`config.mk`:
```
export PLATFORM = sky130hd
export DESIGN_NAME = circular_deque_flat
export DESIGN_NICKNAME = d
export VERILOG_FILES = /design/src/rtl/cdq_pkg.sv /design/src/rtl/cdq_if.sv /design/src/rtl/cdq_store.sv /design/src/rtl/cdq_ctrl.sv /design/src/rtl/circular_deque.sv /design/src/flat_wrapper.sv
export VERILOG_INCLUDE_DIRS = /design/src /design/src/rtl
export SDC_FILE = /design/constraint.sdc
export NUM_CORES = 1
export LEC_CHECK = 0
export BUFFER_PORTS_ARGS = -buffer_cell sky130_fd_sc_hd__buf_2
export CAP_MARGIN = 15
export CORE_AREA = 2 2 213 215
export DETAILED_ROUTE_END_ITERATION = 8
export DIE_AREA = 0 0 215 217
export PLACE_DENSITY = 0.68
export SLEW_MARGIN = 40
export SYNTH_ARGS = -nofsm -noshare
export SYNTH_HDL_FRONTEND = slang
export SYNTH_SLANG_ARGS = --single-unit
```
`constraint.sdc`:
```
create_clock -name i_clk -period 7.8 [get_ports i_clk]
set_clock_uncertainty 0.15 [all_clocks]
set_input_delay 0.78 -clock i_clk [delete_from_list [all_inputs] [get_ports i_clk]]
set_output_delay 0.78 -clock i_clk [all_outputs]
set_load 0.02 [all_outputs]
```
`src/rtl/assert_macros.svh`:
```
// Assertion helpers shared by the RTL.
`ifndef ASSERT_MACROS_SVH
`define ASSERT_MACROS_SVH

// Check a property on every rising clock edge outside reset.
`define CDQ_ASSERT(lbl, clk, rst_n, prop, msg) \
    lbl: assert property (@(posedge clk) disable iff (!(rst_n)) (prop)) else $error(msg);

// Check a property on every rising clock edge, reset included.
`define CDQ_ASSERT_ALWAYS(lbl, clk, prop, msg) \
    lbl: assert property (@(posedge clk) (prop)) else $error(msg);

`endif

```
`src/rtl/cdq_pkg.sv`:
```
package cdq_pkg;

    localparam int DEPTH_DEFAULT = 16;
    localparam int VALUE_W       = 32;

    typedef logic [1:0]                t_action;
    typedef logic [1:0]                t_status;
    typedef logic signed [VALUE_W-1:0] t_value;

    localparam t_action ACT_PUSH_BACK  = 2'd0;
    localparam t_action ACT_PUSH_FRONT = 2'd1;
    localparam t_action ACT_POP_BACK   = 2'd2;
    localparam t_action ACT_POP_FRONT  = 2'd3;

    localparam t_status ST_DONE  = 2'd0;
    localparam t_status ST_EMPTY = 2'd1;
    localparam t_status ST_FULL  = 2'd2;

    // Per-request outcome handed from the pointer control to the result stage.
    typedef struct packed {
        t_status status;
        logic    pop_ok;
        logic    now_empty;
        logic    now_full;
    } t_res_ctl;

endpackage

```
`src/rtl/cdq_if.sv`:
```
interface cdq_in_if;
    logic             valid;
    logic             ready;
    cdq_pkg::t_action action;
    cdq_pkg::t_value  push_value;

    modport source (output valid, output action, output push_value, input ready);
    modport sink   (input valid, input action, input push_value, output ready);
endinterface

interface cdq_out_if #(
    parameter int COUNT_W = 5
);
    logic               valid;
    logic               ready;
    cdq_pkg::t_value    pop_value;
    cdq_pkg::t_status   status;
    logic               now_empty;
    logic               now_full;
    logic [COUNT_W-1:0] occupancy;

    modport source (output valid, output pop_value, output status, output now_empty,
                    output now_full, output occupancy, input ready);
    modport sink   (input valid, input pop_value, input status, input now_empty,
                    input now_full, input occupancy, output ready);
endinterface

```
`src/rtl/cdq_store.sv`:
```
module cdq_store #(
    parameter int DEPTH  = cdq_pkg::DEPTH_DEFAULT,
    parameter int ADDR_W = $clog2(DEPTH)
) (
    input  logic              i_clk,
    input  logic              i_wr_en,
    input  logic              i_rd_en,
    input  logic [ADDR_W-1:0] i_addr,
    input  cdq_pkg::t_value   i_wr_data,
    output cdq_pkg::t_value   o_rd_data
);

    cdq_pkg::t_value r_mem [DEPTH];
    cdq_pkg::t_value r_rd_data;

    always_ff @(posedge i_clk) begin
        if (i_wr_en) begin
            r_mem[i_addr] <= i_wr_data;
        end
    end

    always_ff @(posedge i_clk) begin
        if (i_rd_en) begin
            r_rd_data <= r_mem[i_addr];
        end
    end

    assign o_rd_data = r_rd_data;

endmodule

```
`src/rtl/cdq_ctrl.sv`:
```
module cdq_ctrl #(
    parameter int DEPTH   = cdq_pkg::DEPTH_DEFAULT,
    parameter int ADDR_W  = $clog2(DEPTH),
    parameter int COUNT_W = $clog2(DEPTH + 1)
) (
    input  logic               i_clk,
    input  logic               i_rst_n,
    input  logic               i_accept,
    input  cdq_pkg::t_action   i_action,
    output logic               o_wr_en,
    output logic               o_rd_en,
    output logic [ADDR_W-1:0]  o_addr,
    output cdq_pkg::t_res_ctl  o_res,
    output logic [COUNT_W-1:0] o_count
);

    localparam logic [ADDR_W-1:0]  LastIdx   = ADDR_W'(DEPTH - 1);
    localparam logic [COUNT_W-1:0] FullCount = COUNT_W'(DEPTH);

    logic [ADDR_W-1:0]  r_front, n_front;
    logic [ADDR_W-1:0]  r_back, n_back;
    logic [COUNT_W-1:0] r_count, n_count;
    logic [ADDR_W-1:0]  front_up, front_dn, back_up, back_dn;
    logic               is_full, is_empty, wr, rd;

    assign is_full  = (r_count == FullCount);
    assign is_empty = (r_count == '0);
    assign front_up = (r_front == LastIdx) ? '0 : r_front + 1'b1;
    assign front_dn = (r_front == '0) ? LastIdx : r_front - 1'b1;
    assign back_up  = (r_back == LastIdx) ? '0 : r_back + 1'b1;
    assign back_dn  = (r_back == '0) ? LastIdx : r_back - 1'b1;

    always_comb begin
        n_front      = r_front;
        n_back       = r_back;
        n_count      = r_count;
        wr           = 1'b0;
        rd           = 1'b0;
        o_addr       = r_back;
        o_res.status = cdq_pkg::ST_DONE;
        o_res.pop_ok = 1'b0;
        unique case (i_action)
            cdq_pkg::ACT_PUSH_BACK: begin
                if (is_full) begin
                    o_res.status = cdq_pkg::ST_FULL;
                end else begin
                    wr      = 1'b1;
                    o_addr  = r_back;
                    n_back  = back_up;
                    n_count = r_count + 1'b1;
                end
            end
            cdq_pkg::ACT_PUSH_FRONT: begin
                if (is_full) begin
                    o_res.status = cdq_pkg::ST_FULL;
                end else begin
                    wr      = 1'b1;
                    o_addr  = front_dn;
                    n_front = front_dn;
                    n_count = r_count + 1'b1;
                end
            end
            cdq_pkg::ACT_POP_BACK: begin
                if (is_empty) begin
                    o_res.status = cdq_pkg::ST_EMPTY;
                end else begin
                    rd           = 1'b1;
                    o_addr       = back_dn;
                    n_back       = back_dn;
                    n_count      = r_count - 1'b1;
                    o_res.pop_ok = 1'b1;
                end
            end
            cdq_pkg::ACT_POP_FRONT: begin
                if (is_empty) begin
                    o_res.status = cdq_pkg::ST_EMPTY;
                end else begin
                    rd           = 1'b1;
                    o_addr       = r_front;
                    n_front      = front_up;
                    n_count      = r_count - 1'b1;
                    o_res.pop_ok = 1'b1;
                end
            end
            default: begin
                o_res.status = cdq_pkg::ST_DONE;
            end
        endcase
        o_res.now_empty = (n_count == '0);
        o_res.now_full  = (n_count == FullCount);
    end

    assign o_wr_en = i_accept && wr;
    assign o_rd_en = i_accept && rd;
    assign o_count = n_count;

    always_ff @(posedge i_clk) begin
        if (!i_rst_n) begin
            r_front <= '0;
            r_back  <= '0;
            r_count <= '0;
        end else if (i_accept) begin
            r_front <= n_front;
            r_back  <= n_back;
            r_count <= n_count;
        end
    end

endmodule

```
`src/rtl/circular_deque.sv`:
```
// Double-ended queue on a circular buffer of DEPTH slots.
// i_req carries one request per handshake: an action (push back, push front,
// pop back, pop front) and a signed 32-bit value used by the pushes.
// o_res returns exactly one result per request, in request order: the popped
// value (zero unless a pop succeeded), a status (done, pop refused because
// empty, push refused because full), the empty and full flags and the
// occupancy after the request.
// A result is registered and valid in the cycle after its request is taken.
// Throughput: one request per cycle while the result is not stalled. Pointers and the count update in the
// accept cycle and the slot memory takes at most one write or one read per request,
// so back-to-back requests never wait on each other.
// Stall: a single output register holds the result while o_res.ready is low;
// i_req.ready then follows o_res.ready, so a new request enters in the same
// cycle the held result leaves.
// Reset: synchronous, active low; empties the deque (pointers and count to
// zero) and drops any pending result. Slot contents are not cleared and need
// no clearing pass, since a pop only reads slots that hold entries.
`include "assert_macros.svh"

module circular_deque #(
    parameter int DEPTH = cdq_pkg::DEPTH_DEFAULT
) (
    input  logic      i_clk,
    input  logic      i_rst_n,
    cdq_in_if.sink    i_req,
    cdq_out_if.source o_res
);

    localparam int ADDR_W  = $clog2(DEPTH);
    localparam int COUNT_W = $clog2(DEPTH + 1);
    localparam logic [COUNT_W-1:0] FullCount = COUNT_W'(DEPTH);

    // Result register state, held while the receiver stalls.
    logic                 r_out_valid;
    cdq_pkg::t_res_ctl    r_out_ctl;
    logic [COUNT_W-1:0]   r_out_count;

    // Request handshake: take a request when the output slot is free or drains now.
    logic accept;
    assign i_req.ready = !r_out_valid || o_res.ready;
    assign accept      = i_req.valid && i_req.ready;

    // Pointer and count control.
    logic                 mem_wr, mem_rd;
    logic [ADDR_W-1:0]    mem_addr;
    cdq_pkg::t_res_ctl    res_ctl;
    logic [COUNT_W-1:0]   res_count;
    cdq_pkg::t_value      rd_data;

    cdq_ctrl #(
        .DEPTH   (DEPTH),
        .ADDR_W  (ADDR_W),
        .COUNT_W (COUNT_W)
    ) u_ctrl (
        .i_clk    (i_clk),
        .i_rst_n  (i_rst_n),
        .i_accept (accept),
        .i_action (i_req.action),
        .o_wr_en  (mem_wr),
        .o_rd_en  (mem_rd),
        .o_addr   (mem_addr),
        .o_res    (res_ctl),
        .o_count  (res_count)
    );

    // Slot memory: at most one access per request, read data lands with the result register.
    // A pop right after a push to the same slot reads it after the write has landed,
    // so the stored value is already there.
    cdq_store #(
        .DEPTH  (DEPTH),
        .ADDR_W (ADDR_W)
    ) u_store (
        .i_clk     (i_clk),
        .i_wr_en   (mem_wr),
        .i_rd_en   (mem_rd),
        .i_addr    (mem_addr),
        .i_wr_data (i_req.push_value),
        .o_rd_data (rd_data)
    );

    // Result register. The memory read register only loads on an accepted pop,
    // so it holds along with these while the receiver stalls.
    always_ff @(posedge i_clk) begin
        if (!i_rst_n) begin
            r_out_valid <= 1'b0;
        end else if (accept) begin
            r_out_valid <= 1'b1;
        end else if (o_res.ready) begin
            r_out_valid <= 1'b0;
        end
    end

    always_ff @(posedge i_clk) begin
        if (accept) begin
            r_out_ctl   <= res_ctl;
            r_out_count <= res_count;
        end
    end

    assign o_res.valid     = r_out_valid;
    assign o_res.pop_value = r_out_ctl.pop_ok ? rd_data : '0;
    assign o_res.status    = r_out_ctl.status;
    assign o_res.now_empty = r_out_ctl.now_empty;
    assign o_res.now_full  = r_out_ctl.now_full;
    assign o_res.occupancy = r_out_count;

    // Checks on the result stage.
    `CDQ_ASSERT(a_accept_gives_result, i_clk, i_rst_n, accept |=> o_res.valid, "request taken without a result next cycle")
    `CDQ_ASSERT(a_count_in_range, i_clk, i_rst_n, o_res.valid |-> (r_out_count <= FullCount), "occupancy above depth")
    `CDQ_ASSERT(a_empty_flag, i_clk, i_rst_n, o_res.valid |-> (r_out_ctl.now_empty == (r_out_count == '0)), "empty flag disagrees with occupancy")
    `CDQ_ASSERT(a_full_refusal, i_clk, i_rst_n, (o_res.valid && (o_res.status == cdq_pkg::ST_FULL)) |-> o_res.now_full, "push refused while not full")

endmodule
```
`src/flat_wrapper.sv`:
```
// flat-port wrapper written by rule: the top's interface ports become plain ports
module circular_deque_flat 
#(
    parameter int DEPTH = cdq_pkg::DEPTH_DEFAULT
)
  (i_clk, i_rst_n, i_req_valid, i_req_action, i_req_push_value, i_req_ready, o_res_valid, o_res_pop_value, o_res_status, o_res_now_empty, o_res_now_full, o_res_occupancy, o_res_ready);
  cdq_in_if i_req_i ();
  cdq_out_if o_res_i ();
  input  logic i_clk;
  input  logic i_rst_n;
  input wire logic [$bits(i_req_i.valid)-1:0] i_req_valid;
  input wire logic [$bits(i_req_i.action)-1:0] i_req_action;
  input wire logic [$bits(i_req_i.push_value)-1:0] i_req_push_value;
  output wire logic [$bits(i_req_i.ready)-1:0] i_req_ready;
  output wire logic [$bits(o_res_i.valid)-1:0] o_res_valid;
  output wire logic [$bits(o_res_i.pop_value)-1:0] o_res_pop_value;
  output wire logic [$bits(o_res_i.status)-1:0] o_res_status;
  output wire logic [$bits(o_res_i.now_empty)-1:0] o_res_now_empty;
  output wire logic [$bits(o_res_i.now_full)-1:0] o_res_now_full;
  output wire logic [$bits(o_res_i.occupancy)-1:0] o_res_occupancy;
  input wire logic [$bits(o_res_i.ready)-1:0] o_res_ready;
  assign i_req_i.valid = i_req_valid;
  assign i_req_i.action = i_req_action;
  assign i_req_i.push_value = i_req_push_value;
  assign i_req_ready = i_req_i.ready;
  assign o_res_valid = o_res_i.valid;
  assign o_res_pop_value = o_res_i.pop_value;
  assign o_res_status = o_res_i.status;
  assign o_res_now_empty = o_res_i.now_empty;
  assign o_res_now_full = o_res_i.now_full;
  assign o_res_occupancy = o_res_i.occupancy;
  assign o_res_i.ready = o_res_ready;
  circular_deque #(.DEPTH(DEPTH)) u_core (.i_clk(i_clk), .i_rst_n(i_rst_n), .i_req(i_req_i), .o_res(o_res_i));
endmodule
```
==> results.toml, run 1 <==
[clock_network]
cts_buffers = 56
clock-sinks = 568
cts_max_level = 2
cts_max_path_buffers = 3
cts_setup_buffers = 0
cts.clk_slew.worst_paths_ns = 0.06
cts_hold_buffers = 0
cts_resized = 0
cts_tree = "built"
clock-root-buffer = "clkbuf_16"
clock_latency_ns = 0.63

[synthesis]
synth.avg_cell_area_um2 = 17.4
yosys.area.top_type_share_pct = 73.2
synth_area_leaders = "edfxtp_1, mux2_2, mux2i_1"
yosysTopAreaCell = "edfxtp_1"
seq_area_frac_synth_pct = 74.4
synth-xor-area-share_pct = 0.308
synth_fp_nets = 1350
synth_common_cells = "edfxtp_1, mux2i_1, mux2_2, o22ai_1, a22o_1"
synth_compound_area_share_pct = 6.39
synth_top_family_by_area = "multiplexers"
synth.most_common_cell = "edfxtp_1"
ys.flop_type = "edfxtp_1"
synth_area_um2 = 22700
ys_ff_latch = 568
yosys.area_share.simple_pct = 4.66
ys_types = 66
async_flop_share_pct = 0
synth_edf_count = 554
synthMuxAreaShare_pct = 12.1
yosys_warnings = 0
synth-adder-area-share_pct = 0.385
synth_cells = 1305

[pwr]
p_leak_uw = 0.00873
p_comb_share_pct = 15.0
p_seq_share_pct = 49.1
peakVddDrop_v = 0.000233
cellPowerDensity_nw_per_um2 = 277
pwr-share-clk_pct = 35.8
p_sw_share_pct = 25.2
internal-power_uw = 5350
total_power_uw = 7150
p_switching_uw = 1800

[placement]
routabilityCongestion = 0.785
place_area_um2 = 24000
portBuffers = 80
placedCellCount = 1947
hpwlAfterDp_um = 26000

[drt]
via_per_inst = 5.86
drc_errors = 0
first_pass_iters = 5
drtIter0Drc = 909
postRouteAntennaNets = 0
drt-total-wl_um = 49900
vias = 12000
wl_per_cell_um = 24.3

[worst_setup_path]
required_ns = 8.00
crit_type = "flop to flop"
crit_chain = "inv_1 > ha_1 > or3b_2 > a211oi_1 > a221oi_4 > nand2_8 > buf_16 > buf_4 > mux2_2 > a22o_1 > or4_1"
regToRegStartpoint = "u_core.u_ctrl.r_back[0]"
rr_worst_depth = 11
max_stage_delay_ns = 0.60
crit_path_end_kind = "flop"
timing.rr.end = "u_core.u_store.o_rd_data[23]"
startpoint_type = "flop"
arrival_ns = 5.02
cp_top_family = "simple AND/OR/NAND/NOR gates"
path_buf_inv = 3
crit_path_max_fanout = 65
r2r_slack_ns = 2.98
cp_slowest_cell = "buf_4"

[finish]
final_util_pct = 57.7
diodes = 0
final_nets = 1451
final_cells = 2052
drive_above_1_share_pct = 24.4
syn_to_final_growth_pct = 13.3
finalInstanceArea_um2 = 25800

[floorplanning]
die-height_um = 217
die_w_um = 215
die_area_um2 = 46700
io_pins = 81
initial_core_util_pct = 50.9
num_rows = 78
core_area_um2 = 44700

[sta]
rsz0062_at_grt = "no"
finalHoldViolCount = 0
min_period_ns = 4.82
final-max-slew-violation-count = 0
setup_tns_ns = 0
fmax_mhz = 208
maxSlewHeadroom_pct = 45.9
fin_crit_sh_pct = 61.7
tightest_slew_ns = 0.810
setup_viol = 0

[min_path]
worstHoldEndpoint = "u_core.o_res.valid"
hold_path_class = "input port to flop"
hp-start = "i_req_valid"
hold_depth = 3

[outcome]
status = "finished, final reports clean"

[global_routing]
antenna_found_initial = 3
grt.total_usage_pct = 21.4
grt_pass1_vias = 12000
grt.overflow.total = 0
grt_pass1_wl_um = 74400
grt_max_degree = 96

[job]
drv_cap = 0
[worst max-delay path by stage]
stage                            startpoint  cells after the start  slack [ns]                            to
floorplan           u_core.u_ctrl.r_back[1]                     12        3.38   u_core.u_store.r_mem[11][0]
global placement            i_req_action[1]                      9        2.88  u_core.u_store.o_rd_data[18]
detailed placement          i_req_action[1]                      9        2.77  u_core.u_store.o_rd_data[23]
CTS                 u_core.u_ctrl.r_back[0]                     10        2.91  u_core.u_store.o_rd_data[23]
global route        u_core.u_ctrl.r_back[0]                     11        2.78  u_core.u_store.o_rd_data[23]
finish              u_core.u_ctrl.r_back[0]                     11        2.98  u_core.u_store.o_rd_data[23]
[through the flow]
stage	setup WS (ns)	hold slack, ns
2_1_floorplan	3.38	0.376
3_3_place_gp	2.88	0.346
3_5_place_dp	2.77	0.407
4_1_cts	2.91	0.253
5_1_grt	2.78	0.277
6_report	2.98	0.287
[layout by cell type, fill, tap and decap left out, types with 14 or more instances in the layout]
| cell type | netlist | routed |
|---|---|---|
| nor2_1 | 40 | 23 |
| o22ai_1 | 65 | 65 |
| clkbuf_1 | 29 | 24 |
| mux2_2 | 129 | 129 |
| edfxtp_1 | 554 | 554 |
| buf_2 | 37 | 80 |
| or4_1 | 33 | 33 |
| inv_1 | 17 | 17 |
| a22o_1 | 64 | 64 |
| dfxtp_1 | 14 | 14 |
| nor2_4 | 1 | 18 |
| and2_1 | 34 | 34 |
| mux2i_1 | 130 | 130 |
| a21oi_1 | 15 | 15 |
| clkbuf_16 | 0 | 56 |
| buf_4 | 3 | 32 |
| nand2_1 | 27 | 27 |
[cell families (layout without fill, tap and decap cells)]
family | count (synthesis) | count (layout)
buffers and inverters | 89 | 236
adders and majority gates | 7 | 7
DFF | 568 | 568
xor gates and xnor gates | 8 | 8
and+or+nand+nor | 182 | 182
AOI/OAI and AO/OA | 192 | 192
muxes | 259 | 259
[layout make-up]
type / instances / area, µm²
fillers: 3436 / 18900
flip-flops and latches: 568 / 16900
repair buffers: 114 / 688
multi-input cells: 648 / 5610
inverters: 18 / 67.6
well taps: 600 / 751
clock buffers: 80 / 1490
clock inverters: 24 / 255
[flip-flops by register name (all words and copies together) (netlist names)]
register and flops:
u_core.o_res.status 2, u_core.o_res.now_empty 1, u_core.u_ctrl.r_back 4, u_core.r_out_ctl 1
u_core.o_res.occupancy 5, u_core.o_res.valid 1, u_core.u_ctrl.r_count 5, u_core.o_res.now_full 1
u_core.u_ctrl.r_front 4, u_core.u_store.r_mem 512, u_core.u_store.o_rd_data 32
[worst reg2reg max path, delay by kind of cell (launching register included)]
family | cells | cell delay [ns]
simple gates | 3 | 1.33
buf+inv | 3 | 1.21
compound gates | 3 | 0.80
mux | 1 | 0.42
flops | 1 | 0.38
fa+ha+maj | 1 | 0.28
[routing by layer]
metal  GRT usage (%)  up-vias  routed length, µm
met5               0        -                 31
met4            5.95        6               1080
met3            3.91       85               2790
met2            36.0      343              24800
met1            28.9     6164              21200
li1                -     5419                  -
[power by group through the flow]
stage / Clock [µW] / Combinational (µW) / Sequential (µW)
detailed placement: 0 / 1080 / 3580
global placement: 0 / 1060 / 3580
CTS: 2600 / 1080 / 3510
global route: 2720 / 1160 / 3520
finish: 2560 / 1080 / 3510
floorplan: 0 / 745 / 3570
(Power assumes the default switching activity.)
==> inputs of run 2 (changes only) <==
- ABC_AREA: unset -> 1
- CORE_AREA: 2 2 213 215 -> 2 2 221 223
- DIE_AREA: 0 0 215 217 -> 0 0 223 225
- clock period: 7.8 -> 4.7 ns (I/O delays scaled with it)
==> run 2 against run 1 <==
- utilization rose by 0.53 points
- area after synthesis is 8.5% higher
- via count is 43% higher
- sequential cell count did not move
- critical path type unchanged
- critical endpoint is now u_core.u_store.r_mem[4][14]
==> results.toml, run 2 <==
[outcome]
status = "finished, final reports clean"

[min_path]
hold_depth = 1
hold_path_class = "input port to flop"
hp-start = "i_req_push_value[27]"
worstHoldEndpoint = "u_core.u_store.r_mem[4][27]"

[finish]
layout_common_cells = "nand2_1, edfxtp_1, nand3_1"
multiInputGateArea_um2 = 6720
final_util_pct = 58.2
regMostFlops = "u_core.u_store.r_mem"
final_nets = 2499
nFillCells = 3882
drive_above_1_share_pct = 9.30
syn_to_final_growth_pct = 12.1
final_common_cell = "nand2_1"
largest_register_ffs = 512
sequential_cell_area_um2 = 16900

[clock_network]
clock-root-buffer = "clkbuf_16"
cts.clk_slew.worst_paths_ns = 0.06
cts_tree = "built"
clock_latency_ns = 0.62
cts_max_path_buffers = 3
cts_buffers = 56
clock-sinks = 568
cts_max_level = 2

[sta]
tightest_slew_ns = 0.936
fin_ws_ns = 1.18
finalHoldViolCount = 0
fin_crit_sh_pct = 75.0
final-max-slew-violation-count = 0
min_period_ns = 3.52
rsz0062_at_grt = "no"
maxSlewHeadroom_pct = 37.6
setup_viol = 0
fmax_mhz = 284
setup_tns_ns = 0

[synthesis]
synth_edf_count = 554
synth_common_cells = "nand2_1, edfxtp_1, nand3_1, inv_1, buf_2"
ys_types = 37
ys_ff_latch = 568
yosys.area.top_type_share_pct = 67.4
yosys_warnings = 0
synth_area_um2 = 24700
yosysTopAreaCell = "edfxtp_1"
async_flop_share_pct = 0
synth.avg_cell_area_um2 = 10.2
synth_cells = 2407
seq_area_frac_synth_pct = 68.6
synth_area_leaders = "edfxtp_1, nand2_1, nand3_1"
ys.flop_type = "edfxtp_1"
synth_fp_nets = 2452
synth.most_common_cell = "nand2_1"

[drt]
wl_per_cell_um = 19.6
drtIter0Drc = 1864
drc_errors = 0
via_per_inst = 5.51
postRouteAntennaNets = 0
first_pass_iters = 5
vias = 17100
drt-total-wl_um = 61000

[floorplanning]
io_pins = 81
num_rows = 80
initial_core_util_pct = 51.9
core_area_um2 = 47500
die-height_um = 225
die_area_um2 = 50200
die_w_um = 223

[global_routing]
top_usage_layer = "met2"
antenna_found_initial = 3
grt.total_usage_pct = 24.5
gr-usage-met3_pct = 3.39
grt.overflow.total = 0
grt_pass1_vias = 16500
grt_use_met1_pct = 33.2
grt_pass1_wl_um = 94400
use_met2_pct = 40.4
grt_max_degree = 165

[pwr]
peakVddDrop_v = 0.000292
cellPowerDensity_nw_per_um2 = 439
p_leak_uw = 0.0117

[worst_setup_path]
crit_path_end_kind = "flop"
r2r_slack_ns = 1.18
crit_path_max_fanout = 21
startpoint_type = "flop"
regToRegStartpoint = "u_core.u_ctrl.r_count[0]"
arrival_ns = 3.67
rr_worst_depth = 10
crit_type = "flop to flop"
timing.rr.end = "u_core.u_store.r_mem[4][14]"
required_ns = 4.85

[placement]
portBuffers = 80
post-place-ws_ns = 1.21
routabilityCongestion = 0.830
hpwlAfterDp_um = 31900

[job]
drv_cap = 0
run 2: cell types whose count changed after synthesis, moves of 34 or more:
cell     delta
nand3_1   +270
nand2_1  +1157
a22o_1     -64
and2_1     -34
mux2i_1   -130
mux2_2    -129
o22ai_1    -62
buf_2      +39
inv_1     +110
run 2: critical path, stage by stage (launching register included):
cell and delay (ns):
dfxtp_1 0.41, inv_1 0.11, ha_1 0.28, nand4_1 0.17
nand2_1 0.24, nand2_1 0.21, inv_2 0.06, nor3_4 0.25
nand4_1 0.42, nor2_4 0.58, buf_12 0.29
run 2: per-layer routing:
layer	vias to the layer above	share of wire [%]	wire, µm
met5	-	0.020	12
met4	2	3.2	1970
met3	126	7.3	4430
met2	698	48	29100
met1	8256	42	25400
li1	8054	-	-
run 2: cells by family after synthesis:
| family | Yosys count | share of synthesized area (%) |
|---|---|---|
| simple gates | 1510 | 24.7 |
| flops | 568 | 68.6 |
| buf+inv | 268 | 4.90 |
| compound gates | 43 | 1.05 |
| xor+xnor | 11 | 0.391 |
| fa+ha+maj | 7 | 0.355 |
run 2: where the power goes:
part           switching, µW  internal (µW)  leakage (µW)
sequential              49.2           5730       0.00512
clock                   1860           2510      0.000869
combinational           1450            557       0.00571
run 2: what timing repair did:
item | 4_1_cts | 5_1_grt
buffers inserted | 0 | 0
gates resized for setup | 0 | 0
hold buffers | 2 | 0
hold endpoints to repair | 3 | 0
run 2: layout make-up:
type,instances,share of cell area [%]
flip-flops and latches,568,61.1
multi-input cells,1571,24.3
clock buffers,69,5.40
repair buffers,123,3.55
well taps,615,2.78
inverters,134,1.83
clock inverters,29,0.995
diodes,2,0.0181
run 2: worst max-delay path by stage:
stage | startpoint | cells past startpoint | slack [ns] | to
2_1_floorplan | u_core.u_ctrl.r_count[0] | 11 | 0.90 | u_core.u_store.r_mem[0][0]
3_3_place_gp | u_core.u_ctrl.r_count[0] | 10 | 1.31 | u_core.u_store.r_mem[12][16]
3_5_place_dp | u_core.u_ctrl.r_count[0] | 10 | 1.21 | u_core.u_store.r_mem[12][16]
4_1_cts | u_core.u_ctrl.r_count[0] | 10 | 1.18 | u_core.u_store.r_mem[12][18]
5_1_grt | u_core.u_ctrl.r_count[1] | 16 | 0.91 | u_core.u_store.o_rd_data[14]
6_report | u_core.u_ctrl.r_count[0] | 10 | 1.18 | u_core.u_store.r_mem[4][14]
run 2: per-stage QoR:
stage / area [µm²] / cells / power, µW / hold slack [ns]
finish: 27700 / 3111 / 12200 / 0.0814
global route: 27700 / 3111 / 12700 / 0.0680
CTS: 27700 / 3109 / 12200 / 0.0422
detailed placement: 25900 / 3009 / 7880 / 0.358
global placement: 25700 / 3004 / 7830 / 0.345
floorplan: 24700 / 2407 / 7290 / 0.346
==> inputs of run 3 (changes only) <==
- ABC_AREA: 1 -> 0
- CORE_AREA: 2 2 221 223 -> 2 2 213 215
- DIE_AREA: 0 0 223 225 -> 0 0 215 217
- PLACE_DENSITY: 0.68 -> 0.71
- clock period: 4.7 -> 3 ns (I/O delays scaled with it)
==> run 3 against run 2 <==
- the flow now finishes with violations (negative setup slack)
- non-clock buffer count increased by 277
- die area shrank 7.0%
- critical path depth is 4 higher
- cell area increased by 9.7%
- largest power group unchanged
- combinational power up 130%
- critical endpoint is now u_core.u_store.o_rd_data[16]
==> results.toml, run 3 (same netlist as run 1, synthesis figures left out) <==
[sta]
setup_viol = 512
fin_ws_ns = -0.494
maxSlewHeadroom_pct = 42.4
min_period_ns = 3.49
tightest_slew_ns = 0.853
final-max-slew-violation-count = 0
rsz0062_at_grt = "yes"
finalHoldViolCount = 0
setup_tns_ns = -106.64
fin_crit_sh_pct = 116
fmax_mhz = 286

[clock_network]
cts.clk_slew.worst_paths_ns = 0.06
cts_max_level = 2
cts_max_path_buffers = 3
clock-root-buffer = "clkbuf_16"
cts_tree = "built"
clock-sinks = 568
cts_buffers = 54
clock_latency_ns = 0.63

[worst_setup_path]
arrival_ns = 3.69
cp_top_family = "simple AND/OR/NAND/NOR gates"
crit_type = "flop to flop"
crit_path_end_kind = "flop"
crit_chain = "inv_2 > ha_4 > or4b_4 > buf_6 > o22ai_4 > a221oi_4 > nand2_8 > buf_12 > buf_8 > clkbuf_16 > buf_4 > mux2i_1 > o22ai_1 > or4_1"
cp_slowest_cell = "or4b_4"
required_ns = 3.20
path_buf_inv = 6
crit_path_max_fanout = 8
max_stage_delay_ns = 0.48
startpoint_type = "flop"

[job]
drv_cap = 0

[pwr]
cellPowerDensity_nw_per_um2 = 679
total_power_uw = 20600
peakVddDrop_v = 0.000532
p_leak_uw = 0.0109

[placement]
portBuffers = 80
routabilityCongestion = 0.840
hpwlAfterDp_um = 31300
post-place-ws_ns = -0.488

[floorplanning]
initial_core_util_pct = 50.9
num_rows = 78
core_area_um2 = 44700
die_w_um = 215
io_pins = 81
die_area_um2 = 46700
die-height_um = 217

[drt]
via_per_inst = 6.05
wl_per_cell_um = 27.9
drc_errors = 0
drtIter0Drc = 1513
drt-total-wl_um = 65200
vias = 14100
postRouteAntennaNets = 0
first_pass_iters = 5

[finish]
syn_to_final_growth_pct = 33.5
final_common_cell = "edfxtp_1"
layout_common_cells = "edfxtp_1, mux2i_1, buf_4"
final_nets = 1735
drive_above_1_share_pct = 37.5
largest_register_ffs = 512
diodes = 0
regMostFlops = "u_core.u_store.r_mem"

[global_routing]
grt_pass1_vias = 13500
grt_max_degree = 33
grt.overflow.total = 0
grt_pass1_wl_um = 84300
grt.total_usage_pct = 24.5
antenna_found_initial = 2

[outcome]
status = "finished, violations left"
violations = "negative setup slack"

[min_path]
hold_path_class = "input port to flop"
run 3: power breakdown:
part / switching (µW) / leakage, µW / internal, µW
combinational: 2270 / 0.00490 / 2270
clock: 3020 / 0.000883 / 3930
sequential: 72.8 / 0.00512 / 9040
run 3: area by class of cell:
class                      instances  area (µm²)
clock buffer                      60        1370
clock inverter                    40         434
fill                            2798       14300
inverter                          18        67.6
multi-input combinational        648        5960
sequential                       568       16900
tap                              600         751
timing repair buffer             400        4850
run 3: stage by stage:
step | cells | utilization [%] | hold slack [ns] | instance area [µm²]
after global routing | 2334 | 67.9 | 0.168 | 30400
after detailed placement | 2089 | 57.5 | 0.364 | 25700
final | 2334 | 67.9 | 0.155 | 30400
after global placement | 2088 | 57.5 | 0.353 | 25700
after CTS | 2264 | 64.2 | 0.115 | 28700
after floorplan | 1305 | - | 0.249 | 23100
run 3: worst register-to-register path, stage by stage (launching register included):
cell,delay [ns]
dfxtp_2,0.33
inv_2,0.08
ha_4,0.15
or4b_4,0.48
buf_6,0.14
o22ai_4,0.16
a221oi_4,0.11
nand2_8,0.09
buf_12,0.14
buf_8,0.15
clkbuf_16,0.17
buf_4,0.16
mux2i_1,0.32
o22ai_1,0.16
or4_1,0.44
run 3: routing by layer:
layer | global-route usage (%) | wire, µm | part of all wire (%)
met5 | 0 | 13 | 0.020
met4 | 9.06 | 2590 | 4.0
met3 | 3.66 | 5540 | 8.5
met2 | 40.2 | 31600 | 48
met1 | 33.6 | 25500 | 39
run 3: repair_timing:
action / 4_1_cts / 5_1_grt
gates resized for setup: 55 / 115
hold buffers: 35 / 0
endpoints found under the setup margin: 534 / 544
cloned: 13 / 39
pin swaps: 9 / 36
setup buffers: 27 / 42
endpoints found under the hold margin: 514 / 0
run 3: worst paths after layout:
kind,endpoint,depth (start not counted),from,slack (ns)
setup / recovery,u_core.u_store.o_rd_data[16],14,u_core.u_ctrl.r_count[0],-0.49
hold / removal,u_core.o_res.status[1],3,i_req_action[1],0.15
setup reg to reg,u_core.u_store.o_rd_data[16],14,u_core.u_ctrl.r_count[0],-0.49
hold reg to reg,u_core.u_ctrl.r_front[3],3,u_core.u_ctrl.r_front[3],0.48
